$ cat config.mk
export PLATFORM = sky130hd
export DESIGN_NAME = apm_math
export DESIGN_NICKNAME = d
export VERILOG_FILES = /design/src/apm_pkg.sv /design/src/apm_math.sv
export SDC_FILE = /design/constraint.sdc
export NUM_CORES = 2
export LEC_CHECK = 0
export BUFFER_PORTS_ARGS = -buffer_cell sky130_fd_sc_hd__buf_2
export CORE_ASPECT_RATIO = 0.5
export CORE_MARGIN = 2
export CORE_UTILIZATION = 62
export CTS_BUF_LIST = sky130_fd_sc_hd__clkbuf_16
export DETAILED_ROUTE_END_ITERATION = 8
export PLACE_DENSITY = 0.79
export SLEW_MARGIN = 10
export SYNTH_ARGS = -nofsm -noshare
export SYNTH_HDL_FRONTEND = slang
export SYNTH_SLANG_ARGS = --single-unit
export TNS_END_PERCENT = 1
$ cat constraint.sdc
create_clock -name clk_i -period 12.7 [get_ports clk_i]
set_clock_uncertainty 0.15 [all_clocks]
set_input_delay 1.27 -clock clk_i [delete_from_list [all_inputs] [get_ports clk_i]]
set_output_delay 1.27 -clock clk_i [all_outputs]
set_load 0.05 [all_outputs]
$ cat src/apm_pkg.sv
// Package with the constants, codes and types of the level meter.
package apm_pkg;

  localparam int MaxChannels = 8;
  localparam int ChIdxW      = 3;
  localparam int ChCntW      = 4;
  localparam int MaxFrames   = 4096;
  localparam int FrameW      = 13;
  localparam int SampleW     = 24;
  localparam int SqW         = 48;
  localparam int SumW        = 59;
  localparam int PeriodW     = 25;
  localparam int CfgW        = 24;
  localparam int LevelW      = 32;

  localparam logic [26:0] C20Log = 27'd101008905;
  localparam logic [26:0] C10Log = 27'd50504453;
  localparam logic [31:0] DbFloor = 32'hFC19_0000;
  localparam logic [SampleW-1:0] FullScale = 24'h80_0000;

  typedef enum logic [2:0] {
    CFG_CHANNELS = 3'd0,
    CFG_PERIOD   = 3'd1,
    CFG_CLIP_RUN = 3'd2,
    CFG_HOT      = 3'd3,
    CFG_DB       = 3'd4,
    CFG_POWER    = 3'd5
  } apm_cfg_e;

  typedef enum logic [7:0] {
    T_IDLE = 8'b0000_0001,
    T_MUL  = 8'b0000_0010,
    T_UPD  = 8'b0000_0100,
    T_BEND = 8'b0000_1000,
    T_RMS  = 8'b0001_0000,
    T_PKDB = 8'b0010_0000,
    T_RMDB = 8'b0100_0000,
    T_EMIT = 8'b1000_0000
  } apm_top_state_e;

  typedef enum logic [7:0] {
    M_IDLE  = 8'b0000_0001,
    M_DIV   = 8'b0000_0010,
    M_SQRT  = 8'b0000_0100,
    M_NORM  = 8'b0000_1000,
    M_SQR   = 8'b0001_0000,
    M_SCALE = 8'b0010_0000,
    M_RND   = 8'b0100_0000,
    M_DONE  = 8'b1000_0000
  } apm_math_state_e;

  typedef struct packed {
    logic              start;
    logic              op_rms;
    logic              power;
    logic [SumW-1:0]   sum;
    logic [FrameW-1:0] frames;
    logic [SampleW-1:0] x;
  } apm_math_req_t;

  typedef struct packed {
    logic              done;
    logic [LevelW-1:0] result;
  } apm_math_rsp_t;

endpackage

$ cat src/apm_math.sv
// Shared iterative unit: divide and square root for RMS, log2 and scaling for dB.
module apm_math
  import apm_pkg::*;
(
  input  logic          clk_i,
  input  logic          rst_ni,
  input  apm_math_req_t req_i,
  output apm_math_rsp_t rsp_o
);

  apm_math_state_e state_q, state_d;
  logic [5:0]        cnt_q, cnt_d;
  logic [FrameW:0]   rem_q, rem_d;
  logic [SumW-1:0]   quo_q, quo_d;
  logic [FrameW-1:0] frames_q, frames_d;
  logic [59:0]       sv_q, sv_d, sres_q, sres_d, sbit_q, sbit_d;
  logic [30:0]       m_q, m_d;
  logic [4:0]        e_q, e_d;
  logic [19:0]       frac_q, frac_d;
  logic [63:0]       prod_q, prod_d;
  logic [LevelW-1:0] res_q, res_d;
  logic              power_q, power_d;

  logic [FrameW:0]   r2;
  logic              ge;
  logic [59:0]       st;
  logic [31:0]       mul_a, mul_b, m2;
  logic [63:0]       mul_p, rnd;
  logic [24:0]       lmag;

  assign r2    = {rem_q[FrameW-1:0], quo_q[SumW-1]};
  assign ge    = r2 >= {1'b0, frames_q};
  assign st    = sres_q + sbit_q;
  assign lmag  = {5'd23 - e_q, 20'd0} - {5'd0, frac_q};
  assign mul_a = state_q == M_SQR ? {1'b0, m_q} : {7'd0, lmag};
  assign mul_b = state_q == M_SQR ? {1'b0, m_q} : {5'd0, (power_q ? C10Log : C20Log)};
  assign mul_p = mul_a * mul_b;
  assign m2    = mul_p[61:30];
  assign rnd   = prod_q + 64'h0000_0000_0800_0000;

  always_comb begin
    state_d  = state_q;
    cnt_d    = cnt_q;
    rem_d    = rem_q;
    quo_d    = quo_q;
    frames_d = frames_q;
    sv_d     = sv_q;
    sres_d   = sres_q;
    sbit_d   = sbit_q;
    m_d      = m_q;
    e_d      = e_q;
    frac_d   = frac_q;
    prod_d   = prod_q;
    res_d    = res_q;
    power_d  = power_q;
    unique case (state_q)
      M_IDLE: begin
        if (req_i.start) begin
          power_d  = req_i.power;
          frames_d = req_i.frames;
          cnt_d    = '0;
          if (req_i.op_rms) begin
            if (req_i.frames == '0) begin
              res_d   = '0;
              state_d = M_DONE;
            end else begin
              quo_d   = req_i.sum;
              rem_d   = '0;
              state_d = M_DIV;
            end
          end else if (req_i.x == '0) begin
            res_d   = DbFloor;
            state_d = M_DONE;
          end else begin
            m_d     = {req_i.x, 7'd0};
            e_d     = 5'd23;
            frac_d  = '0;
            state_d = M_NORM;
          end
        end
      end
      M_DIV: begin
        rem_d = ge ? r2 - {1'b0, frames_q} : r2;
        quo_d = {quo_q[SumW-2:0], ge};
        cnt_d = cnt_q + 6'd1;
        if (cnt_q == 6'(SumW - 1)) begin
          sv_d    = {1'b0, quo_d};
          sres_d  = '0;
          sbit_d  = 60'd1 << 58;
          cnt_d   = '0;
          state_d = M_SQRT;
        end
      end
      M_SQRT: begin
        if (sv_q >= st) begin
          sv_d   = sv_q - st;
          sres_d = (sres_q >> 1) + sbit_q;
        end else begin
          sres_d = sres_q >> 1;
        end
        sbit_d = sbit_q >> 2;
        cnt_d  = cnt_q + 6'd1;
        if (cnt_q == 6'd29) begin
          res_d   = sres_d > {36'd0, FullScale} ? {8'd0, FullScale} : {8'd0, sres_d[23:0]};
          state_d = M_DONE;
        end
      end
      M_NORM: begin
        if (m_q[30]) begin
          cnt_d   = '0;
          state_d = M_SQR;
        end else begin
          m_d = {m_q[29:0], 1'b0};
          e_d = e_q - 5'd1;
        end
      end
      M_SQR: begin
        m_d    = m2[31] ? m2[31:1] : m2[30:0];
        frac_d = {frac_q[18:0], m2[31]};
        cnt_d  = cnt_q + 6'd1;
        if (cnt_q == 6'd19) begin
          state_d = M_SCALE;
        end
      end
      M_SCALE: begin
        prod_d  = mul_p;
        state_d = M_RND;
      end
      M_RND: begin
        res_d   = 32'd0 - rnd[59:28];
        state_d = M_DONE;
      end
      M_DONE: begin
        state_d = M_IDLE;
      end
      default: begin
        state_d = M_IDLE;
      end
    endcase
  end

  always_ff @(posedge clk_i or negedge rst_ni) begin
    if (!rst_ni) begin
      state_q <= M_IDLE;
      cnt_q   <= '0;
    end else begin
      state_q <= state_d;
      cnt_q   <= cnt_d;
    end
  end

  always_ff @(posedge clk_i) begin
    rem_q    <= rem_d;
    quo_q    <= quo_d;
    frames_q <= frames_d;
    sv_q     <= sv_d;
    sres_q   <= sres_d;
    sbit_q   <= sbit_d;
    m_q      <= m_d;
    e_q      <= e_d;
    frac_q   <= frac_d;
    prod_q   <= prod_d;
    res_q    <= res_d;
    power_q  <= power_d;
  end

  assign rsp_o.done   = state_q == M_DONE;
  assign rsp_o.result = res_q;

endmodule

Word-level counts from Yosys, hierarchy flattened. Cells that the tools add are included.

$add $sub $neg: 10. Multiply operators: 1. Divide/modulo/power cells: 0. Magnitude comparators: 3. Eq/ne operators: 24. Shift operators: 0. Muxes and demuxes: 56. Bitwise operators: 0. Reductions and logical operators: 21.

Operator list (number): 60-bit two-way mux (6); 60-bit case mux with 2 select lines (3); 31-bit two-way mux (7); 59-bit two-way mux (3); 32-bit two-way mux (5); 59-bit case mux with 2 select lines (1); 32-bit case mux with 3 select lines (1); 31-bit case mux with 3 select lines (1); 8-bit two-way mux (8); 31-bit by 31-bit multiplier with 62-bit output (1); 59-bit by 60-bit adder with 60-bit output (1); 60-bit by 28-bit adder with 60-bit output (second input constant) (1); 60-bit adder (1); 60-bit greater-or-equal comparator (1); 60-bit by 24-bit > comparator with 1-bit output (second input constant) (1); 20-bit two-way mux (3); 60-bit subtractor (1); 8-bit case mux with 7 select lines (1); 13-bit two-way mux (4); 20-bit case mux with 2 select lines (1); 1-bit by 32-bit subtractor with 32-bit output (first input constant) (1); 27-bit two-way mux (1); 13-bit case mux with 2 select lines (1); 25-bit by 20-bit subtractor with 25-bit output (1); other kinds (33) (60).

Register bits after elaboration: 428. Latch bits: 0. Memory bits (writable): 0. Bits in read-only memories: 0. Input port bits: 101. Output and inout port bits: 33. Logic and storage cells: 130. Memories: 0.

Longest topological paths before layout.
Depth after elaboration: 8. Mapped depth: 40. Depth with buffers taken out: 39.

Least setup slack after synthesis. Ideal clock, no wire load.

Path kind: reg-to-reg. Start point: reg state_q[5]. End point: reg sv_q[0], enable pin. Setup time: 0.569 ns. Data arrival time: 10.549 ns. Data required time: 11.981 ns. Slack: 1.432 ns. Stages on the path, launching flop included: 9. Path buffers: 1. Period minus slack after synthesis: 11.268 ns. Cells stage by stage: dfrtp_1 clkbuf_1 nor4_1 nand2_1 nor3b_1 inv_1 and2_1 nor2b_1 a21boi_0.

Longest elaborated chain between the ends: 3. Elaborated cells on any way between the ends: 6. Those cells by class: eq/ne (4); reduce/logical (2).

RTL lines: from (decl) (line apm_math.sv:11) `apm_math_state_e state_q, state_d;`; from (signal assigned) (line apm_math.sv:147) `state_q <= state_d;`; 8-bit by 3-bit == test with 1-bit output / 8-bit by 2-bit == test with 1-bit output (equally long branches) (line apm_math.sv:56) `unique case (state_q)`; 2-bit inequality test (no line) / 2-bit nonzero test (equally long branches); 3-bit AND reduction (no line) (*); to (signal assigned) (line apm_math.sv:156) `sv_q <= sv_d;`; to (decl) (line apm_math.sv:16) `logic [59:0] sv_q, sv_d, sres_q, sres_d, sbit_q, sbit_d;`.

Mark *: on every way between the ends. The rest lies on a longest branch, timed or not. A chain may end at the register's enable or synchronous reset.

Final worst setup path.
Start point: reg frac_q[3]. End point: reg m_q[20], data pin.

Longest elaborated chain between the ends: 5.

RTL lines: from (decl) (line apm_math.sv:19) `logic [19:0] frac_q, frac_d;`; from (signal assigned) (line apm_math.sv:161) `frac_q <= frac_d;`; 25-bit by 20-bit subtractor with 25-bit output (line apm_math.sv:34) `assign lmag = {5'd23 - e_q, 20'd0} - {5'd0, frac_q};`; 31-bit two-way mux (line apm_math.sv:35) `assign mul_a = state_q == M_SQR ? {1'b0, m_q} : {7'd0, lmag};`; 31-bit by 31-bit multiplier with 62-bit output (line apm_math.sv:37) `assign mul_p = mul_a * mul_b;`; 31-bit two-way mux (line apm_math.sv:118) `m_d = m2[31] ? m2[31:1] : m2[30:0];`; 31-bit case mux with 3 select lines (line apm_math.sv:56); via m_d[20] (line apm_math.sv:17) `logic [30:0] m_q, m_d;`; to (signal assigned) (line apm_math.sv:159) `m_q <= m_d;`; to (decl) (line apm_math.sv:17).

The timed path passes the listed nets, and every way through them passes these cells.

==> flow_metrics.tcl <==
set metrics [dict create \
    crit_fanout 28 \
    htreeDepth 2 \
    antenna_found_initial 7 \
    wirelength_mm 179 \
    cpMostUsedCell "fa_1" \
    max_freq_mhz 84.7 \
    dieWidth_um 430 \
    status "finished with violations" \
    dr.pass1.iters 9 \
    synth-xor-area-share_pct 4.32 \
    startpoint_type "flop" \
    avgSynthCellArea_um2 9.16 \
    busiest_layer "met2" \
    drive_gt1_share_pct 6.79 \
    coreArea_um2 89000 \
    max_cap_violations 0 \
    syn-instance-count 6127 \
    worst_slew_pin_slew_ns 1.44 \
    fin_crit_sh_pct 93.0 \
    clk_latency_ns 0.59 \
    synth_seq_cells 371 \
    final-hold-violation-count 0 \
    port_buffers 133 \
    cp_data_arrival_time_ns 11.97 \
    setup_viol 0 \
    nNetsFinal 7436 \
    n_fill_cell 7103 \
    ys.flop_type "edfxtp_1" \
    synth_area_um2 56100 \
    drv_slew 0 \
    hpwlAfterDp_mm 140 \
    cts_resized 0 \
    dieArea_um2 93100 \
    antenna_left 0 \
    r2r_slack_ns 0.89 \
    async_flop_share_pct 3.77 \
    cpPeakStageDelay_ns 0.66 \
    layout_common_cells "978 x inv_1, 833 x fa_1, 733 x nand2_1" \
    grt_setup_unrepaired "no" \
    grtUsageMet1_pct 48.6 \
    syn_to_final_growth_pct 5.87 \
    start_util_pct 63.1 \
    hp-class "reg2reg" \
    drtIter0Drc 5005 \
    grt.overflow.total 0 \
    clkTransAtPathRegs_ns 0.07 \
    clock_path_buffers 3 \
    grt_max_degree 108 \
    syn_nets 7452 \
    crit_end "m_q[20]" \
    synthAdderAreaFrac_pct 38.4 \
    cts_hold_buf 0 \
    gp_congestion 1.06 \
    maxSlewHeadroom_pct 4.12 \
    crit_path_end_kind "flop" \
    grt_pass1_vias 47700 \
    r2r_start "frac_q[3]" \
    clockRootBuffer "clkbuf_16" \
    yosys_warnings 0 \
    cts_buffers 42 \
    grtUsageMet2_pct 62.0 \
    grt_use_met3_pct 12.1 \
    critical_path_class "reg2reg" \
    reg2reg_depth 39 \
    ys_seq_area_share_pct 19.7 \
    rows 77 \
    regArea_um2 11100 \
    timing.rr.end "m_q[20]" \
    post_drt_wl_per_cell_um 24.4 \
    multiInputGateArea_um2 40500 \
    violations "DRC" \
    cts_tree "yes" \
    fin_tns_setup_ns 0 \
    drt-vias-per-instance 6.26 \
    slowest_stage "a21oi_1" \
    io_pins 134 \
    synth_edf_count 357 \
    post_cts_buffers 0 \
    yosys.area_share.simple_pct 17.0 \
    layout.cells.non_filler 7331 \
    drc 2 \
    cts_sinks 371 \
    die_h_um 217 \
    grtUsageTotal_pct 39.0 \
    crit_start "frac_q[3]" \
    num_vias 45900 \
    layout_commonest_cell "inv_1" \
    dp.cells 7252 \
    grt_pass1_wl_mm 277 \
    ys_types 100 \
    synth.mux.area_fraction_pct 1.77 \
    min_period_ns 11.81 \
    synth_top_family_by_area "adder cells" \
    cp_data_required_time_ns 12.86 \
    hold-path-cell-count 1 \
    synth-compound-area-share_pct 10.3 \
]
cells in the mapped netlist, types with 59 or more instances:
| cell type | n | share of area [%] |
|---|---|---|
| nand4_1 | 68 | 0.76 |
| clkbuf_1 | 250 | 1.7 |
| a21oi_1 | 211 | 1.9 |
| nor2_1 | 462 | 3.1 |
| nand2_1 | 735 | 4.9 |
| a31oi_1 | 70 | 0.78 |
| edfxtp_1 | 357 | 19 |
| xor2_1 | 121 | 1.9 |
| inv_1 | 974 | 6.5 |
| nor3_1 | 67 | 0.60 |
| a21o_1 | 68 | 0.91 |
| nand3_1 | 66 | 0.59 |
| and2_1 | 314 | 3.5 |
| ha_1 | 391 | 8.7 |
| mux2_2 | 59 | 1.2 |
| and3_1 | 76 | 0.85 |
| o21ai_0 | 245 | 2.2 |
| fa_1 | 833 | 30 |
| xnor2_1 | 154 | 2.4 |
worst max-delay path: cells and delay by family, from the launching register on:
family          cells  cell delay, ns
fa+ha+maj           9            4.34
simple gates       13            3.11
compound gates      9            2.57
buf+inv             6            0.52
flops               1            0.45
xor+xnor            2            0.37
kinds of logic (layout without fill, tap and decap cells):
group,Yosys count,after routing
adder cells (fa/ha/maj),1224,1224
buffers and inverters,1252,1268
multiplexers,92,92
other,1,4
AND/OR/NAND/NOR,2008,2008
flip-flops,371,371
AO/OA/AOI/OAI,903,903
XOR/XNOR,276,276
metal layers:
metal | share of wire (%) | vias to the layer above
li1 | - | 20000
met1 | 37 | 22600
met4 | 5.7 | 8
met5 | 0.075 | -
met2 | 45 | 2634
met3 | 12 | 650
layout make-up:
cell class | count | share of cell area, %
Antenna cell | 3 | 0.0126
Clock buffer | 43 | 1.81
Clock inverter | 33 | 0.619
Inverter | 974 | 6.16
Multi-Input combinational cell | 4504 | 68.1
Sequential cell | 371 | 18.6
Tap cell | 1185 | 2.49
Timing Repair Buffer | 218 | 2.21
through the flow:
stage | hold slack [ns] | cell area, µm² | setup WS (ns) | util (%)
final | 0.392 | 59400 | 0.891 | 66.8
after global routing | 0.437 | 59400 | 0.434 | 66.8
after CTS | 0.393 | 59400 | 1.23 | 66.8
after detailed placement | 0.384 | 58000 | 1.30 | 65.1
after global placement | 0.365 | 58000 | 1.55 | 65.1
after floorplan | 0.345 | 56100 | 1.43 | -
registers in the layout, summed over array words and instances, names as in the netlist, 6 cells and up:
register / flops
sres_q: 60
sv_q: 60
quo_q: 59
prod_q: 33
res_q: 32
m_q: 31
sbit_q: 30
frac_q: 20
frames_q: 13
rem_q: 13
state_q: 8
cnt_q: 6
worst min-delay path by stage:
stage | from | to | slack (ns)
after floorplan | cnt_q[5] | cnt_q[5] | 0.35
after CTS | cnt_q[5] | cnt_q[5] | 0.39
final | cnt_q[5] | cnt_q[5] | 0.39
after global routing | cnt_q[3] | cnt_q[3] | 0.44
after detailed placement | cnt_q[5] | cnt_q[5] | 0.38
after global placement | cnt_q[5] | cnt_q[5] | 0.37
Power is not shown: default switching activity piles up to over one toggle a cycle in this logic, so the estimate is an artifact.
